[src/rtl/qrm_pkg.sv]
// ----------------------------------------------------------------------------
// qrm_pkg
// widths, entry codes and pipeline bundle types of the quaternion to matrix block
// ----------------------------------------------------------------------------
package qrm_pkg;

	// fraction bits of each matrix entry
	localparam int OUT_FRAC_BITS = 14;

	localparam int IN_W    = 16;
	localparam int OUT_W   = 16;
	localparam int NUM_ENT = 9;
	localparam int PROD_W  = 2 * IN_W;
	// norm up to 4 * 2^30, one bit more than a product
	localparam int DEN_W   = PROD_W + 1;
	// signed numerators, magnitude up to the norm
	localparam int NUM_W   = DEN_W + 1;
	// partial remainder stays below the norm
	localparam int REM_W   = DEN_W - 1;
	// quotient of mag * 2^(F+1) / norm, one guard bit for rounding
	localparam int QUO_W   = OUT_FRAC_BITS + 2;
	localparam int DIV_STEPS = OUT_FRAC_BITS + 1;
	localparam int RES_W   = OUT_FRAC_BITS + 2;
	localparam int WIDE_W  = 32;

	localparam logic [WIDE_W-1:0] ONE_WIDE = WIDE_W'(1) << OUT_FRAC_BITS;

	// matrix entry codes, row major
	localparam int E00 = 0;
	localparam int E01 = 1;
	localparam int E02 = 2;
	localparam int E10 = 3;
	localparam int E11 = 4;
	localparam int E12 = 5;
	localparam int E20 = 6;
	localparam int E21 = 7;
	localparam int E22 = 8;

	typedef logic signed [PROD_W-1:0] qrm_prd_t;
	typedef logic signed [NUM_W-1:0]  qrm_num_t;
	typedef logic [REM_W-1:0]         qrm_rem_t;
	typedef logic [QUO_W-1:0]         qrm_quo_t;

	typedef struct packed {
		qrm_prd_t ww;
		qrm_prd_t xx;
		qrm_prd_t yy;
		qrm_prd_t zz;
		qrm_prd_t xy;
		qrm_prd_t xz;
		qrm_prd_t yz;
		qrm_prd_t wx;
		qrm_prd_t wy;
		qrm_prd_t wz;
	} qrm_prod_t;

	typedef struct packed {
		logic               zero;
		logic [NUM_ENT-1:0] neg;
		logic [DEN_W-1:0]   den;
	} qrm_ctl_t;

	typedef struct packed {
		qrm_ctl_t                 ctl;
		qrm_rem_t [NUM_ENT-1:0]   rem;
		qrm_quo_t [NUM_ENT-1:0]   quo;
	} qrm_div_t;

endpackage

[src/rtl/qrm_div_step.sv]
// ----------------------------------------------------------------------------
// qrm_div_step
// one restoring division step, nine lanes sharing one divisor
// ----------------------------------------------------------------------------
module qrm_div_step (
	input  logic              clk,
	input  logic              arst_n,
	input  logic              valid_in,
	input  qrm_pkg::qrm_div_t div_in,
	output logic              valid_out,
	output qrm_pkg::qrm_div_t div_out
);
	import qrm_pkg::*;

	qrm_div_t div_nxt;

	always_comb begin
		logic [DEN_W-1:0] d;
		logic             ge;
		div_nxt.ctl = div_in.ctl;
		for (int i = 0; i < NUM_ENT; i++) begin
			d  = {div_in.rem[i], 1'b0};
			ge = (d >= div_in.ctl.den);
			div_nxt.rem[i] = ge ? REM_W'(d - div_in.ctl.den) : REM_W'(d);
			div_nxt.quo[i] = {div_in.quo[i][QUO_W-2:0], ge};
		end
	end

	always_ff @(posedge clk or negedge arst_n) begin
		if (!arst_n) begin
			valid_out <= 1'b0;
		end else begin
			valid_out <= valid_in;
		end
	end

	always_ff @(posedge clk) begin
		div_out <= div_nxt;
	end

endmodule

[config.mk]
export PLATFORM = sky130hd
export DESIGN_NAME = qrm_div_step
export DESIGN_NICKNAME = d
export VERILOG_FILES = /design/src/rtl/qrm_pkg.sv /design/src/rtl/qrm_div_step.sv
export SDC_FILE = /design/constraint.sdc
export NUM_CORES = 1
export LEC_CHECK = 0
export BUFFER_PORTS_ARGS = -buffer_cell sky130_fd_sc_hd__clkbuf_2
export CORE_AREA = 3 3 375 377
export DETAILED_ROUTE_END_ITERATION = 6
export DIE_AREA = 0 0 378 380
export SYNTH_ARGS = -nofsm -noshare
export SYNTH_HDL_FRONTEND = slang
export SYNTH_SLANG_ARGS = --single-unit
export TNS_END_PERCENT = 50
[constraint.sdc]
create_clock -name clk -period 0.8 [get_ports clk]
set_clock_uncertainty 0.05 [all_clocks]
set_input_delay 0.04 -clock clk [delete_from_list [all_inputs] [get_ports clk]]
set_output_delay 0.04 -clock clk [all_outputs]
set_load 0.05 [all_outputs]
==> flow_summary_export.csv <==
group,metric,value,unit
critical_path,crit_type,"in -> reg",
synth,synth_edf_count,0,
synth,syn_inst,2986,
floorplan,start_util,19.91,%
synth,synth_ff_type,"dfxtp_1",
clocking,cts_tree,"done",
hold_path,hp-start,"div_in[192]",
sta,tightest_slew,523.7,ps
clocking,clock-sinks,476,
clocking,cts-root-buf,"clkbuf_16",
sta,slew_viol_final,0,
critical_path,cp_top_family,"compound AO/OA/AOI/OAI gates",
synth,yosysMostFrequentCell,"dfxtp_1",
critical_path,cpMaxStageDelayCell,"dlygate4sd3_1",
floorplan,pin_count,954,
sta,setup_viol,777,
run_status,status,"complete, but fails checks",
critical_path,path_max_fanout,7,
sta,period_needed,2581,ps
floorplan,die_h,380,um
sta,slew-limit-headroom,64.53,%
synth,synth_cell_types,83,
clocking,cts_buffers,68,
drt,dr.pass1.iters,5,
synth,synth.top_cell.area_share,34.74,%
power,clockPowerShare,28.4,%
sta,fin_ws,-1781,ps
sta,finalCritPeriodShare,322.7,%
finish,seq_area,0.009534,sq mm
sta,whs,-405.3,ps
sta,grt_setup_unrepaired,"yes",
synth,synth_top_area_cell,"dfxtp_1",
placement,placed_area,0.04482,sq mm
power,combinationalPowerShare,46.6,%
placement,place_hpwl,141400,um
finish,syn_to_final_growth,114.4,%
drt,drt-total-wl,186400,um
floorplan,fp-row-count,136,
synth,synth_seq_cells,476,
critical_path,path_cells,"clkbuf_2 > dlygate4sd3_1 > ha_4 > a21o_1 > a21oi_4 > o21bai_4 > a21oi_2 > o2111ai_2 > a221oi_2 > nor2_1 > o22a_2 > buf_12 > clkbuf_16 > mux2_2",
flow_run,drv_cap,0,
drt,avgRoutedWirePerCell,24.71,um
power,swShare,39.21,%
synth,synth-seq-area-share,34.83,%
synth,ys_async_sr_fraction,0.2101,%
critical_path,endpoint_kind,"register",
synth,synthesis.nets,3770,
floorplan,core,0.1375,sq mm
critical_path,cpPeakStageDelay,590,ps
drt,drt-initial-drc-count,1898,
finish,multi_input_area,0.02070,sq mm
clocking,clkTransAtPathRegs,70,ps
global_routing,grt_first_pass_wirelength,248900,um
finish,fin_area,0.05869,sq mm
finish,n_fill_cell,12870,
floorplan,die_w,378,um
power,vdd_ir_drop_max,1757,uV
placement,gp_congestion,0.9474,
synth,postSynthAreaPerCell,9.167,sq um
synth,synth_common_cells,"475 x dfxtp_1, 299 x a21oi_1, 297 x ha_1",
power,pwr-share-seq,25.0,%
global_routing,antenna_found_initial,65,
sta,finalHoldViolCount,46,
synth,yosysWarnings,0,
run_status,failed_checks,"negative hold slack, negative setup slack",
drt,drtAntennaViolNets,0,
critical_path,cp.arrival,3070,ps
drt,drc,0,
power,p_leak,27.61,nW
clocking,cts_htree_levels,3,
power,switching_power,45.46,mW
power,power-per-cell-area,1975,mW/mm^2
hold_path,hold_path.class,"in -> reg",
critical_path,critPathRequiredTime,1290,ps
global_routing,grt_max_degree,29,
placement,io_buffers,944,
finish,final_nets,6447,
placement,post-place-ws,-2746,ps
synth,syn-cell-area,0.02737,sq mm
global_routing,grt_pass1_vias,35030,
drt,via_per_inst,4.604,
drt,vias,34720,
sta,fmax,387.4,MHz
power,internal_power,70.46,mW
critical_path,path_buf_inv,4,
critical_path,worstSetupStartpointType,"input port",
synth,yosys-top-cells-area,"dfxtp_1 35%, ha_1 14%, a21oi_1 5.5%",
global_routing,gr-total-overflow,0,
floorplan,die_area,0.1436,sq mm
critical_path,cp-startpoint,"div_in[221]",
finish,drive_gt1_share,50.10,%
clocking,cts.path.max_buffers,3,
global_routing,grt_usage,24.14,%
## routing by layer
| metal | part of all wire, % | track usage [%] |
|---|---|---|
| met5 | 0.10 | 0 |
| met4 | 6.6 | 12.44 |
| met3 | 7.4 | 5.787 |
| met2 | 46 | 40.22 |
| met1 | 40 | 28.70 |
## tightest hold or removal path, stage by stage
cell and delay [ps]:
clkbuf_2 120, nand2_2 60, o21ai_2 40
## cell usage in the layout, fill, tap and decap left out, types with 16 or more instances in the layout
cell type      netlist  layout
nand3_1             57      47
nand2b_1            29      29
dfxtp_1            475     475
o211ai_1            17      17
o21bai_1            40      36
a21o_1             145     144
buf_4                0     963
nor2b_1             41      29
inv_1              108      91
xor2_1              86      86
buf_16               0      19
o21a_1              41      41
a21oi_2              5      80
xnor2_1            146     146
nand2_2              0      23
buf_6               10      41
nand2_1            181     137
mux2_2             110      27
ha_4                 0      75
buf_12               0     224
nand2_4              0      21
o21ai_2              4      37
nor2_4               0      57
nor2_2               0      16
nor3_1              46      37
a21oi_1            299     207
clkbuf_2             0     798
dlygate4sd3_1        0     591
nand4_1             45      45
o21ai_0            169     110
a31oi_1             30      24
mux2_4              32     116
nor2_1             224     151
and3_1              22      22
o21ai_1              5      22
a21oi_4              0      17
clkbuf_16            0      79
ha_1               297     210
buf_8                0      25
diode_2              0      29
## through the flow
step / utilization (%) / setup TNS, ps / hold WS (ps) / cells / power (mW)
finish: 42.69 / -748600 / -405.3 / 7540 / 115.9
global route: 42.65 / -798910 / -444.3 / 7521 / 120.3
CTS: 40.54 / -775170 / -489.5 / 7447 / 113.4
detailed placement: 32.60 / -706450 / -230.1 / 6649 / 74.03
global placement: 32.60 / -690540 / -230.7 / 6649 / 73.86
floorplan: - / -548930 / -305.6 / 2986 / 53.01
## cell families (layout without fill, tap and decap cells)
family	Yosys count	in the layout	synth area share (%)
AOI/OAI and AO/OA	912	912	21.36
and+or+nand+nor	730	730	12.73
DFF	476	476	34.83
adders and majority gates	306	306	14.23
xor gates and xnor gates	232	232	7.423
buffers and inverters	179	2910	2.816
muxes	151	151	6.614
other	0	29	0
## cell type report
cell class              count  share of cell area (%)
well taps                1794                   3.824
repair buffers           2677                   39.68
inverters                 109                  0.7738
clock buffers              81                   3.155
clock inverters            43                  0.9316
multi-input cells        2331                   35.27
diodes                     29                  0.1236
flip-flops and latches    476                   16.24
## timing repair
item / 4_1_cts / 5_1_grt
hold endpoints to repair: 467 / 107
resized for setup: 349 / 511
setup buffers: 84 / 45
cloned: 25 / 12
hold buffers: 569 / 64
pin swaps: 68 / 169
setup endpoints to repair: 773 / 773
## power by group through the flow
stage                     logic [mW]  registers, mW  clock network, mW
after floorplan                 13.8           39.2                  0
after global placement          44.4           29.4                  0
after detailed placement        44.7           29.4                  0
after CTS                       50.6           28.9               33.9
after global routing            56.6           29.1               34.6
final                           54.0           29.0               32.9
## sequential cells by signal, indices dropped and copies added (netlist names)
register	cells
valid_out	1
div_out	475
## worst paths after layout
kind,end,cells after the start
worst min-delay path,div_out[193],3
min in group asynchronous,valid_out,3
worst max-delay path,div_out[223],14
max in group asynchronous,valid_out,3
Power figures use the tool's default switching activity.
