**config.mk**
```make
export PLATFORM = sky130hd
export DESIGN_NAME = qrm_round
export DESIGN_NICKNAME = d
export VERILOG_FILES = /design/src/rtl/qrm_pkg.sv /design/src/rtl/qrm_round.sv
export SDC_FILE = /design/constraint.sdc
export NUM_CORES = 1
export LEC_CHECK = 0
export BUFFER_PORTS_ARGS = -buffer_cell sky130_fd_sc_hd__buf_2
export CAP_MARGIN = 20
export CELL_PAD_IN_SITES_DETAIL_PLACEMENT = 0
export CELL_PAD_IN_SITES_GLOBAL_PLACEMENT = 1
export CORE_AREA = 2 2 240 242
export DETAILED_ROUTE_END_ITERATION = 8
export DIE_AREA = 0 0 242 244
export PLACE_DENSITY_LB_ADDON = 0.1
export SYNTH_ARGS = -nofsm -noshare
export SYNTH_HDL_FRONTEND = slang
export SYNTH_SLANG_ARGS = --single-unit
export TNS_END_PERCENT = 50
```
**constraint.sdc**
```tcl
create_clock -name clk -period 1 [get_ports clk]
set_clock_uncertainty 0.05 [all_clocks]
set_input_delay 0.3 -clock clk [delete_from_list [all_inputs] [get_ports clk]]
set_output_delay 0.3 -clock clk [all_outputs]
set_load 0.01 [all_outputs]
```
**src/rtl/qrm_pkg.sv**
```systemverilog
// ----------------------------------------------------------------------------
// qrm_pkg
// widths, entry codes and pipeline bundle types of the quaternion to matrix block
// ----------------------------------------------------------------------------
package qrm_pkg;

	// fraction bits of each matrix entry
	localparam int OUT_FRAC_BITS = 14;

	localparam int IN_W    = 16;
	localparam int OUT_W   = 16;
	localparam int NUM_ENT = 9;
	localparam int PROD_W  = 2 * IN_W;
	// norm up to 4 * 2^30, one bit more than a product
	localparam int DEN_W   = PROD_W + 1;
	// signed numerators, magnitude up to the norm
	localparam int NUM_W   = DEN_W + 1;
	// partial remainder stays below the norm
	localparam int REM_W   = DEN_W - 1;
	// quotient of mag * 2^(F+1) / norm, one guard bit for rounding
	localparam int QUO_W   = OUT_FRAC_BITS + 2;
	localparam int DIV_STEPS = OUT_FRAC_BITS + 1;
	localparam int RES_W   = OUT_FRAC_BITS + 2;
	localparam int WIDE_W  = 32;

	localparam logic [WIDE_W-1:0] ONE_WIDE = WIDE_W'(1) << OUT_FRAC_BITS;

	// matrix entry codes, row major
	localparam int E00 = 0;
	localparam int E01 = 1;
	localparam int E02 = 2;
	localparam int E10 = 3;
	localparam int E11 = 4;
	localparam int E12 = 5;
	localparam int E20 = 6;
	localparam int E21 = 7;
	localparam int E22 = 8;

	typedef logic signed [PROD_W-1:0] qrm_prd_t;
	typedef logic signed [NUM_W-1:0]  qrm_num_t;
	typedef logic [REM_W-1:0]         qrm_rem_t;
	typedef logic [QUO_W-1:0]         qrm_quo_t;

	typedef struct packed {
		qrm_prd_t ww;
		qrm_prd_t xx;
		qrm_prd_t yy;
		qrm_prd_t zz;
		qrm_prd_t xy;
		qrm_prd_t xz;
		qrm_prd_t yz;
		qrm_prd_t wx;
		qrm_prd_t wy;
		qrm_prd_t wz;
	} qrm_prod_t;

	typedef struct packed {
		logic               zero;
		logic [NUM_ENT-1:0] neg;
		logic [DEN_W-1:0]   den;
	} qrm_ctl_t;

	typedef struct packed {
		qrm_ctl_t                 ctl;
		qrm_rem_t [NUM_ENT-1:0]   rem;
		qrm_quo_t [NUM_ENT-1:0]   quo;
	} qrm_div_t;

endpackage

```
**src/rtl/qrm_round.sv**
```systemverilog
// ----------------------------------------------------------------------------
// qrm_round
// last stage: round half away, clamp, sign, identity on a zero quaternion
// ----------------------------------------------------------------------------
module qrm_round (
	input  logic                                       clk,
	input  logic                                       arst_n,
	input  logic                                       valid_in,
	input  qrm_pkg::qrm_div_t                          div_in,
	output logic                                       done_q,
	output logic [qrm_pkg::NUM_ENT-1:0][qrm_pkg::OUT_W-1:0] ent_q,
	output logic                                       zero_q
);
	import qrm_pkg::*;

	logic [NUM_ENT-1:0][OUT_W-1:0] ent_nxt;

	function automatic logic [OUT_W-1:0] round_ent(input qrm_quo_t q2, input logic neg);
		logic [QUO_W:0]               inc;
		logic [RES_W-1:0]             q;
		logic signed [RES_W-1:0]      val;
		logic signed [WIDE_W-1:0]     wide;
		inc = {1'b0, q2} + 1'b1;
		q   = inc[QUO_W:1];
		if (q > ONE_WIDE[RES_W-1:0]) begin
			q = ONE_WIDE[RES_W-1:0];
		end
		val  = neg ? -signed'(q) : signed'(q);
		wide = WIDE_W'(val);
		return wide[OUT_W-1:0];
	endfunction

	always_comb begin
		for (int i = 0; i < NUM_ENT; i++) begin
			if (div_in.ctl.zero) begin
				ent_nxt[i] = (i == E00 || i == E11 || i == E22) ? ONE_WIDE[OUT_W-1:0] : '0;
			end else begin
				ent_nxt[i] = round_ent(div_in.quo[i], div_in.ctl.neg[i]);
			end
		end
	end

	always_ff @(posedge clk or negedge arst_n) begin
		if (!arst_n) begin
			done_q <= 1'b0;
		end else begin
			done_q <= valid_in;
		end
	end

	always_ff @(posedge clk) begin
		ent_q  <= ent_nxt;
		zero_q <= div_in.ctl.zero;
	end

endmodule

```
==> flow_metrics.env, run 1 <==
export IMPL_drive_above_1_share_pct=58.88
export IMPL_p_leak_nw=10.49
export IMPL_synthMuxAreaShare_pct=4.017
export IMPL_synthFlopType="dfxtp_1"
export IMPL_wl_um=55540
export IMPL_die_width_um=242
export IMPL_drc=0
export IMPL_setup_viol=290
export IMPL_synth_top_family_by_area="simple AND/OR/NAND/NOR gates"
export IMPL_antenna_found_initial=6
export IMPL_fin_crit_sh_pct=257.2
export IMPL_cts_reportedPaths_clkPinSlew_ns=0.07
export IMPL_drt_iter0_markers=531
export IMPL_numCtsBuffers=17
export IMPL_violations="negative setup slack"
export IMPL_finalWeightedCongestion=0.8375
export IMPL_ys_ff_latch=146
export IMPL_grt_pass1_vias=15621
export IMPL_clkSinkCount=146
export IMPL_dp_slack_ns=-2.302
export IMPL_yosysWarnings=0
export IMPL_worst_pin_slew_ns=0.5601
export IMPL_async_flop_share_pct=0.6849
export IMPL_start_util_pct=21.74
export IMPL_fin_setup_tns_ns=-198.74
export IMPL_cp_start_kind="input pin"
export IMPL_synth_compound_area_share_pct=20.71
export IMPL_p_per_area_mw_per_mm2=885.9
export IMPL_cts_htree_levels=4
export IMPL_rsz0062_at_grt="true"
export IMPL_dieArea_mm2=0.05905
export IMPL_slew_violations=0
export IMPL_synth_nets=2133
export IMPL_wl_per_cell_um=16.57
export IMPL_synth_top_area_cell="dfxtp_1"
export IMPL_grt_pass1_wl_um=86080
export IMPL_drt_pass1_iterations=5
export IMPL_grt_max_degree=19
export IMPL_num_rows=87
export IMPL_design_core_area_mm2=0.05617
export IMPL_crit_required_ns=1.32
export IMPL_seq_area_frac_synth_pct=23.98
export IMPL_place_inst=3208
export IMPL_num_vias=15515
export IMPL_grt_overflow_total=0
export IMPL_io_buffer_count=302
export IMPL_critPathMaxFanout=6
export IMPL_power_w=0.02130
export IMPL_synthDistinctLibCells=99
export IMPL_finalCriticalPeriod_ns=2.572
export IMPL_avgSynthCellArea_um2=7.459
export IMPL_grtUsageTotal_pct=18.48
export IMPL_endpoint="ent_q[142]$_SDFF_PP1_"
export IMPL_yosysTopAreaCellShare_pct=23.77
export IMPL_slew_headroom_pct=62.18
export IMPL_clock_path_buffers=2
export IMPL_syn2layout_area_growth_pct=96.92
export IMPL_crit_type="in -> reg"
export IMPL_cts_tree="built"
export IMPL_hold_violations=0
export IMPL_final_nets=3078
export IMPL_stdcell_count=3352
export IMPL_maxCapViolCount=0
export IMPL_holdCritPathClass="in -> async"
export IMPL_setup_worst_path_start="div_in[129]"
export IMPL_whs_ns=0.06798
export IMPL_finalWorstSetupSlack_ns=-1.572
export IMPL_synthXorXnorAreaFrac_pct=12.91
export IMPL_root_buffer="clkbuf_16"
export IMPL_synthTopCellsByArea="dfxtp_1 (24%), xnor2_1 (7.2%), xor2_1 (5.7%), nand2_1 (5.3%), nor2_1 (5.0%)"
export IMPL_die_y_um=244
export IMPL_synth_enable_flop_cells=0
export IMPL_syn_inst=1637
export IMPL_synthesis_area_mm2=0.01221
export IMPL_place_hpwl_um=44330
export IMPL_viasPerCell=4.629
export IMPL_synthSimpleGateAreaFrac_pct=31.10
export IMPL_ioPinCount=624
export IMPL_synth_most_common_cell="nand2_1"
export IMPL_ant_nets=0
export IMPL_status="finished with violations"
export IMPL_critPathCaptureType="flop"
export IMPL_synth_adder_area_share_pct=1.844
export IMPL_fmax_mhz=388.8
export IMPL_vdd_drop_max_uv=1456
export IMPL_critPathArrivalTime_ns=2.89
export IMPL_synthTopCellsByCount="nand2_1 (171), nor2_1 (162), dfxtp_1 (145)"
sequential cells by signal, indices dropped and copies added (netlist names):
| name | cells |
|---|---|
| ent_q | 144 |
| done_q | 1 |
| zero_q | 1 |
cell usage in the layout (no fill, tap or decap), types with 11 or more instances in the layout:
master	count
a21oi_1	38
a21oi_2	29
o21ai_2	17
buf_2	237
xnor2_1	83
inv_1	41
dfxtp_1	140
o21a_1	13
and2_1	11
a31oi_1	17
nor2_1	108
or3_1	24
ha_4	18
buf_8	18
nor3_2	21
a21o_1	11
o21ai_0	38
nand4_1	41
and3_4	18
xnor2_2	15
nand3_1	68
nand2b_1	17
buf_4	626
nand3_2	13
o21ai_1	26
buf_6	128
xor2_1	73
nor3_1	33
nor2_4	30
mux2i_1	17
nor2_2	24
clkbuf_16	17
nand2_4	24
nand2_1	122
nand2b_4	13
nor4_4	14
nand2_2	24
and3_1	20
final cells by class:
type,count,area [um^2]
fill,5715,32120
tap,756,945.9
timing repair buffer,1023,7833
sequential,146,2944
clock inverter,15,146.4
inverter,49,198.9
antenna,1,2.502
clock buffer,17,425.4
multi-input combinational,1345,11550
stage by stage:
| stage | utilization [%] | area [um^2] |
|---|---|---|
| floorplan | - | 13250 |
| global placement | 34.99 | 19650 |
| detailed placement | 34.99 | 19650 |
| CTS | 39.92 | 22420 |
| finish | 42.81 | 24040 |
| global route | 42.80 | 24040 |
layer usage:
metal	vias up	track usage, %	share of wire [%]
met3	55	4.818	5.0
met4	8	4.993	2.1
li1	7824	-	-
met2	321	30.26	46
met5	-	0	0.099
met1	7307	23.98	47
cells by family after synthesis:
| group | after synthesis |
|---|---|
| buffers and inverters | 146 |
| and+or+nand+nor | 741 |
| xor gates and xnor gates | 180 |
| adders and majority gates | 18 |
| AOI/OAI and AO/OA | 360 |
| DFF | 146 |
| muxes | 46 |
power by group:
part | total, W | switching (W) | internal [W]
Clock | 0.00656 | 0.00308 | 0.00348
Sequential | 0.00639 | 0.000162 | 0.00623
Combinational | 0.00836 | 0.00418 | 0.00418
worst max-delay path, stage by stage:
cell and delay [ns]:
buf_8 0.10, ha_4 0.17, and3_4 0.17, or3_1 0.35
a221o_1 0.34, a211o_1 0.30, o41ai_4 0.20, buf_4 0.19
nand2_4 0.05, ha_4 0.19, nand2_4 0.06, or3_4 0.12
o31a_1 0.14, o211a_1 0.16, o21ai_1 0.05
worst min-delay path by stage:
| stage | startpoint | to | cells after the start |
|---|---|---|---|
| final | arst_n | done_q$_DFF_PN0_ | 2 |
| after detailed placement | arst_n | done_q$_DFF_PN0_ | 1 |
| after global routing | arst_n | done_q$_DFF_PN0_ | 2 |
| after CTS | arst_n | done_q$_DFF_PN0_ | 2 |
| after floorplan | arst_n | done_q$_DFF_PN0_ | 0 |
| after global placement | arst_n | done_q$_DFF_PN0_ | 1 |
repair_timing:
| item | CTS | global route |
|---|---|---|
| gates resized for setup | 382 | 297 |
| gates cloned | 1 | 0 |
| hold endpoints to repair | 2 | 0 |
| pin swaps | 216 | 152 |
| setup buffers | 68 | 65 |
| hold buffers | 2 | 0 |
| setup endpoints to repair | 290 | 290 |
Power figures use the tool's default switching activity.
==> run 2: changes to the inputs <==
--- a/config.mk
+++ b/config.mk
@@ -13,6 +13,7 @@
 export DETAILED_ROUTE_END_ITERATION = 8
 export DIE_AREA = 0 0 242 244
 export PLACE_DENSITY_LB_ADDON = 0.1
+export SKIP_LAST_GASP = 1
 export SYNTH_ARGS = -nofsm -noshare
 export SYNTH_HDL_FRONTEND = slang
 export SYNTH_SLANG_ARGS = --single-unit
==> run 2 against run 1 <==
- the flow still finishes with violations (negative setup slack)
- hold slack worse by 0.0033 ns
- flip-flop and latch count stayed put
- critical path depth stayed put
- sequential share of layout area is 0.17 points higher
- final cell count is 0.15% lower
- global-route usage is 0.064 points lower
- first-iteration DRC count is 1.7% lower
- final area is 1.9% lower
- critical endpoint unchanged
==> flow_metrics.env, run 2 (synthesis gave the netlist of run 1 again) <==
export IMPL_status="finished with violations"
export IMPL_violations="negative setup slack"
export IMPL_grtUsageTotal_pct=18.42
export IMPL_wl_um=55310
export IMPL_finalCriticalPeriod_ns=2.575
export IMPL_grt_pass1_wl_um=85730
export IMPL_worst_pin_slew_ns=0.6137
export IMPL_critPathMaxFanout=6
export IMPL_final_cell_mix="buf_4 (628), buf_2 (253), dfxtp_1 (145), nand2_1 (124), nor2_1 (123)"
export IMPL_critPathCaptureType="flop"
export IMPL_drive_above_1_share_pct=56.64
export IMPL_place_area_mm2=0.01965
export IMPL_drt_pass1_iterations=5
export IMPL_place_hpwl_um=44330
export IMPL_max_flop_register="ent_q"
export IMPL_crit_type="in -> reg"
export IMPL_die_width_um=242
export IMPL_critPathArrivalTime_ns=2.89
export IMPL_die_y_um=244
export IMPL_hold_violations=0
export IMPL_vdd_drop_max_uv=1450
export IMPL_finalWeightedCongestion=0.8375
export IMPL_final_common_cell="buf_4"
export IMPL_clkSinkCount=146
export IMPL_largest_reg_flops=144
export IMPL_fill_cells=5769
export IMPL_maxCapViolCount=0
export IMPL_finalWorstSetupSlack_ns=-1.575
export IMPL_grt_max_degree=19
export IMPL_grt_pass1_vias=15579
export IMPL_dieArea_mm2=0.05905
export IMPL_cp_start_kind="input pin"
export IMPL_design_core_area_mm2=0.05617
export IMPL_antenna_found_initial=6
export IMPL_rsz0062_at_grt="true"
export IMPL_p_leak_nw=10.37
export IMPL_cts_reportedPaths_clkPinSlew_ns=0.07
export IMPL_numCtsBuffers=17
export IMPL_p_per_area_mw_per_mm2=897.1
export IMPL_cts_htree_levels=4
export IMPL_viasPerCell=4.616
export IMPL_design_area_mm2=0.02358
export IMPL_layout_top_registers="ent_q: 144 flops, done_q: 1 flops, zero_q: 1 flops"
export IMPL_slew_headroom_pct=58.57
export IMPL_drt_iter0_markers=522
export IMPL_fmax_mhz=388.4
export IMPL_io_buffer_count=302
export IMPL_drc=0
export IMPL_ant_nets=0
export IMPL_root_buffer="clkbuf_16"
export IMPL_num_vias=15450
export IMPL_clock_path_buffers=2
export IMPL_wl_per_cell_um=16.52
export IMPL_start_util_pct=21.74
export IMPL_dp_slack_ns=-2.302
export IMPL_final_nets=3073
export IMPL_syn2layout_area_growth_pct=93.12
export IMPL_ioPinCount=624
export IMPL_fin_crit_sh_pct=257.5
export IMPL_grt_overflow_total=0
export IMPL_setup_viol=290
export IMPL_cts_tree="built"
export IMPL_crit_required_ns=1.32
export IMPL_num_rows=87
export IMPL_holdCritPathClass="in -> async"
export IMPL_slew_violations=0
==> run 2: cell count changes in the layout (fill, tap and decap cells not counted), moves of 4 or more <==
cell     before  now
and3_1       20   24
dfxtp_4       4    0
nor3_1       33   37
nor2_2       24   10
buf_2       237  253
and3_4       18   14
nor2_1      108  123
o21ai_2      17   13
buf_6       128  108
dfxtp_1     140  145
o21ai_0      38   42
==> run 2: what timing repair did <==
action / 4_1_cts / 5_1_grt
resized for setup: 328 / 239
setup buffers: 68 / 58
hold buffers: 2 / 0
endpoints found under the setup margin: 290 / 290
cloned: 1 / 0
pin swaps: 204 / 143
hold endpoints to repair: 2 / 0
==> run 2: power breakdown <==
part           internal, W  leakage (nW)  switching [W]
clock network      0.00348         0.275        0.00309
logic              0.00409          8.88        0.00411
registers          0.00623          1.21       0.000160
==> run 2: final timing paths <==
path	from	endpoint	slack, ns	cells past startpoint
max	div_in[129]	ent_q[142]$_SDFF_PP1_	-1.57	15
max in group asynchronous	arst_n	done_q$_DFF_PN0_	0.75	2
min	arst_n	done_q$_DFF_PN0_	0.06	2
min in group clk	div_in[471]	ent_q[100]$_SDFF_PP0_	0.10	3
==> run 2: final cells by class <==
class,count,area [um^2],share of cell area (%)
diodes,1,2.502,0.01061
clock buffers,17,425.4,1.804
clock inverters,15,146.4,0.6208
inverters,49,196.4,0.8330
multi-input cells,1345,11280,47.85
flip-flops and latches,146,2928,12.42
well taps,756,945.9,4.011
repair buffers,1018,7652,32.45
==> run 2: layer usage <==
layer  routed length, um  up-vias  GRT usage (%)
met4                1166        8          5.156
met1               26130     7236          23.95
met2               25140      325          29.99
met5                  54        -              0
li1                    -     7824              -
met3                2820       57          4.818
==> run 2: per-stage QoR <==
stage               power (W)  instances  hold WS (ns)  utilization (%)  TNS [ns]
floorplan            0.009829       1637      -0.04559                -   -205.03
global placement      0.01329       3208       0.02471            34.99   -251.22
detailed placement    0.01327       3208       0.02488            34.99   -253.36
CTS                   0.02092       3305       0.02074            39.58   -204.08
global route          0.02240       3346       0.04239            41.98   -220.86
finish                0.02115       3347       0.06465            41.98   -202.07
==> run 2: worst max-delay path, cell delays in order <==
cell and delay, ns:
buf_8 0.10, ha_4 0.17, and3_4 0.17, or3_1 0.35, a221o_1 0.34, a211o_1 0.29, o41ai_4 0.20, buf_4 0.19
nand2_4 0.05, ha_4 0.19, nand2_4 0.07, or3_4 0.12, o31a_1 0.14, o211a_1 0.16, o21ai_1 0.05
==> run 3: changes to the inputs <==
==> constraint.sdc (replaced) <==
create_clock -name clk -period 3 [get_ports clk]
set_clock_uncertainty 0.05 [all_clocks]
set_input_delay 0.9 -clock clk [delete_from_list [all_inputs] [get_ports clk]]
set_output_delay 0.9 -clock clk [all_outputs]
set_load 0.01 [all_outputs]
==> run 3 against run 2 <==
- the flow still finishes with violations (negative setup slack)
- critical path depth down 1
- die area did not move
- sequential power decreased by 67%
- power fell by 69%
- count of clock-buffer cells in the layout rose by 2
- wire length decreased by 3.7%
- utilization decreased by 4.5 points
==> flow_metrics.env, run 3 (synthesis gave the netlist of run 1 again) <==
export IMPL_cts_htree_levels=4
export IMPL_fin_setup_tns_ns=-3.671
export IMPL_crit_type="in -> reg"
export IMPL_num_vias=14787
export IMPL_swShare_pct=33.21
export IMPL_grt_pass1_wl_um=82260
export IMPL_critPathArrivalTime_ns=3.55
export IMPL_wl_per_cell_um=16.65
export IMPL_power_w=0.006662
export IMPL_worst_pin_slew_ns=0.6264
export IMPL_drt_pass1_iterations=6
export IMPL_met2_usage_pct=28.42
export IMPL_die_width_um=242
export IMPL_grt_busiest_layer="met2"
export IMPL_drt_iter0_markers=650
export IMPL_setup_worst_path_start="div_in[129]"
export IMPL_holdCritPathClass="in -> async"
export IMPL_cts_reportedPaths_clkPinSlew_ns=0.06
export IMPL_slew_violations=0
export IMPL_postCtsHoldBufs=0
export IMPL_io_buffer_count=302
export IMPL_stdcell_count=3200
export IMPL_crit_required_ns=3.32
export IMPL_slew_headroom_pct=57.94
export IMPL_final_common_cell="buf_4"
export IMPL_largest_reg_flops=144
export IMPL_design_area_mm2=0.02104
export IMPL_final_nets=2929
export IMPL_whs_ns=0.1378
export IMPL_clkSinkCount=146
export IMPL_pwr_share_seq_pct=31.9
export IMPL_grt_pass1_vias=14737
export IMPL_p_int_w=0.004449
export IMPL_clkPwrFrac_pct=32.7
export IMPL_insertedDiodeCount=0
export IMPL_numCtsBuffers=17
export IMPL_fmax_mhz=310.1
export IMPL_grtUsageTotal_pct=17.71
export IMPL_cts_tree="built"
export IMPL_fill_cells=6007
export IMPL_root_buffer="clkbuf_16"
export IMPL_globalRouteMet1Util_pct=23.63
export IMPL_endpoint="ent_q[140]$_SDFF_PP0_"
export IMPL_status="finished with violations"
export IMPL_power_frac_comb_pct=35.3
export IMPL_finalCriticalPeriod_ns=3.225
export IMPL_ioPinCount=624
export IMPL_setup_viol=36
export IMPL_num_rows=87
export IMPL_place_area_mm2=0.01890
export IMPL_ant_nets=0
export IMPL_critPathMaxFanout=6
export IMPL_violations="negative setup slack"
export IMPL_antenna_found_initial=6
export IMPL_p_per_area_mw_per_mm2=316.7
export IMPL_final_cell_mix="buf_4 (548), buf_2 (271), nor2_1 (153), dfxtp_1 (145), nand2_1 (144)"
export IMPL_rsz0062_at_grt="true"
export IMPL_layout_top_registers="ent_q: 144 flops, done_q: 1 flops, zero_q: 1 flops"
export IMPL_place_inst=3113
export IMPL_switchingPower_w=0.002213
export IMPL_start_util_pct=21.74
export IMPL_max_flop_register="ent_q"
export IMPL_hold_violations=0
export IMPL_drive_above_1_share_pct=48.57
export IMPL_grt_max_degree=84
export IMPL_design_core_area_mm2=0.05617
export IMPL_drc=0
export IMPL_maxCapViolCount=0
export IMPL_critPathCaptureType="flop"
export IMPL_cp_start_kind="input pin"
export IMPL_met3_usage_pct=4.017
export IMPL_grt_overflow_total=0
export IMPL_wl_um=53280
export IMPL_dieArea_mm2=0.05905
export IMPL_die_y_um=244
export IMPL_place_hpwl_um=43000
export IMPL_p_leak_nw=9.289
export IMPL_viasPerCell=4.621
export IMPL_clock_path_buffers=2
export IMPL_finalWorstSetupSlack_ns=-0.2253
export IMPL_vdd_drop_max_uv=458.0
export IMPL_fin_crit_sh_pct=107.5
export IMPL_finalWeightedCongestion=0.8518
export IMPL_syn2layout_area_growth_pct=72.29
run 3: per-stage QoR:
step | worst slack [ns] | utilization (%)
after floorplan | -0.7793 | -
after global placement | -0.9573 | 33.65
after detailed placement | -0.9554 | 33.65
after CTS | -0.2491 | 35.55
after global routing | -0.3397 | 37.45
final | -0.2253 | 37.45
run 3: worst max-delay path, stage by stage:
cell	delay (ns)
buf_8	0.11
ha_4	0.17
and3_4	0.16
or3_1	0.30
a221o_1	0.36
a211o_1	0.31
o41ai_4	0.24
buf_6	0.18
nand2_4	0.05
ha_4	0.18
nand2_4	0.08
nor4_2	0.06
or3b_1	0.37
o311ai_2	0.08
run 3: power by group through the flow:
stage          Clock [W]  Combinational (W)  Sequential, W
5_1_grt          0.00236            0.00257        0.00214
6_report         0.00218            0.00235        0.00213
2_1_floorplan          0            0.00104        0.00223
3_3_place_gp           0            0.00214        0.00217
4_1_cts          0.00230            0.00222        0.00213
3_5_place_dp           0            0.00214        0.00217
run 3: repair_timing:
action | 4_1_cts | 5_1_grt
setup buffers | 20 | 41
pin swaps | 58 | 105
endpoints found under the hold margin | 0 | 0
resized for setup | 77 | 174
setup endpoints to repair | 57 | 81
run 3: layout make-up:
class                           instances  area (um^2)  area share [%]
Inverter                               49        191.4          0.9100
Timing Repair Buffer                  874         6167           29.31
Clock inverter                         11        127.6          0.6066
Tap cell                              756        945.9           4.496
Sequential cell                       146         2928           13.92
Clock buffer                           19        442.9           2.105
Multi-Input combinational cell       1345        10230           48.65
run 3: routing by layer:
metal | vias to the layer above | part of all wire [%]
li1 | 7529 | -
met1 | 6926 | 48
met2 | 280 | 46
met3 | 44 | 4.8
met4 | 8 | 1.5
met5 | - | 0.090
run 3: how the worst min path moves through the flow:
stage	slack [ns]	startpoint	to
after floorplan	0.55	arst_n	done_q$_DFF_PN0_
final	0.14	arst_n	done_q$_DFF_PN0_
after CTS	0.08	arst_n	done_q$_DFF_PN0_
after detailed placement	0.63	arst_n	done_q$_DFF_PN0_
after global routing	0.1	arst_n	done_q$_DFF_PN0_
after global placement	0.62	arst_n	done_q$_DFF_PN0_
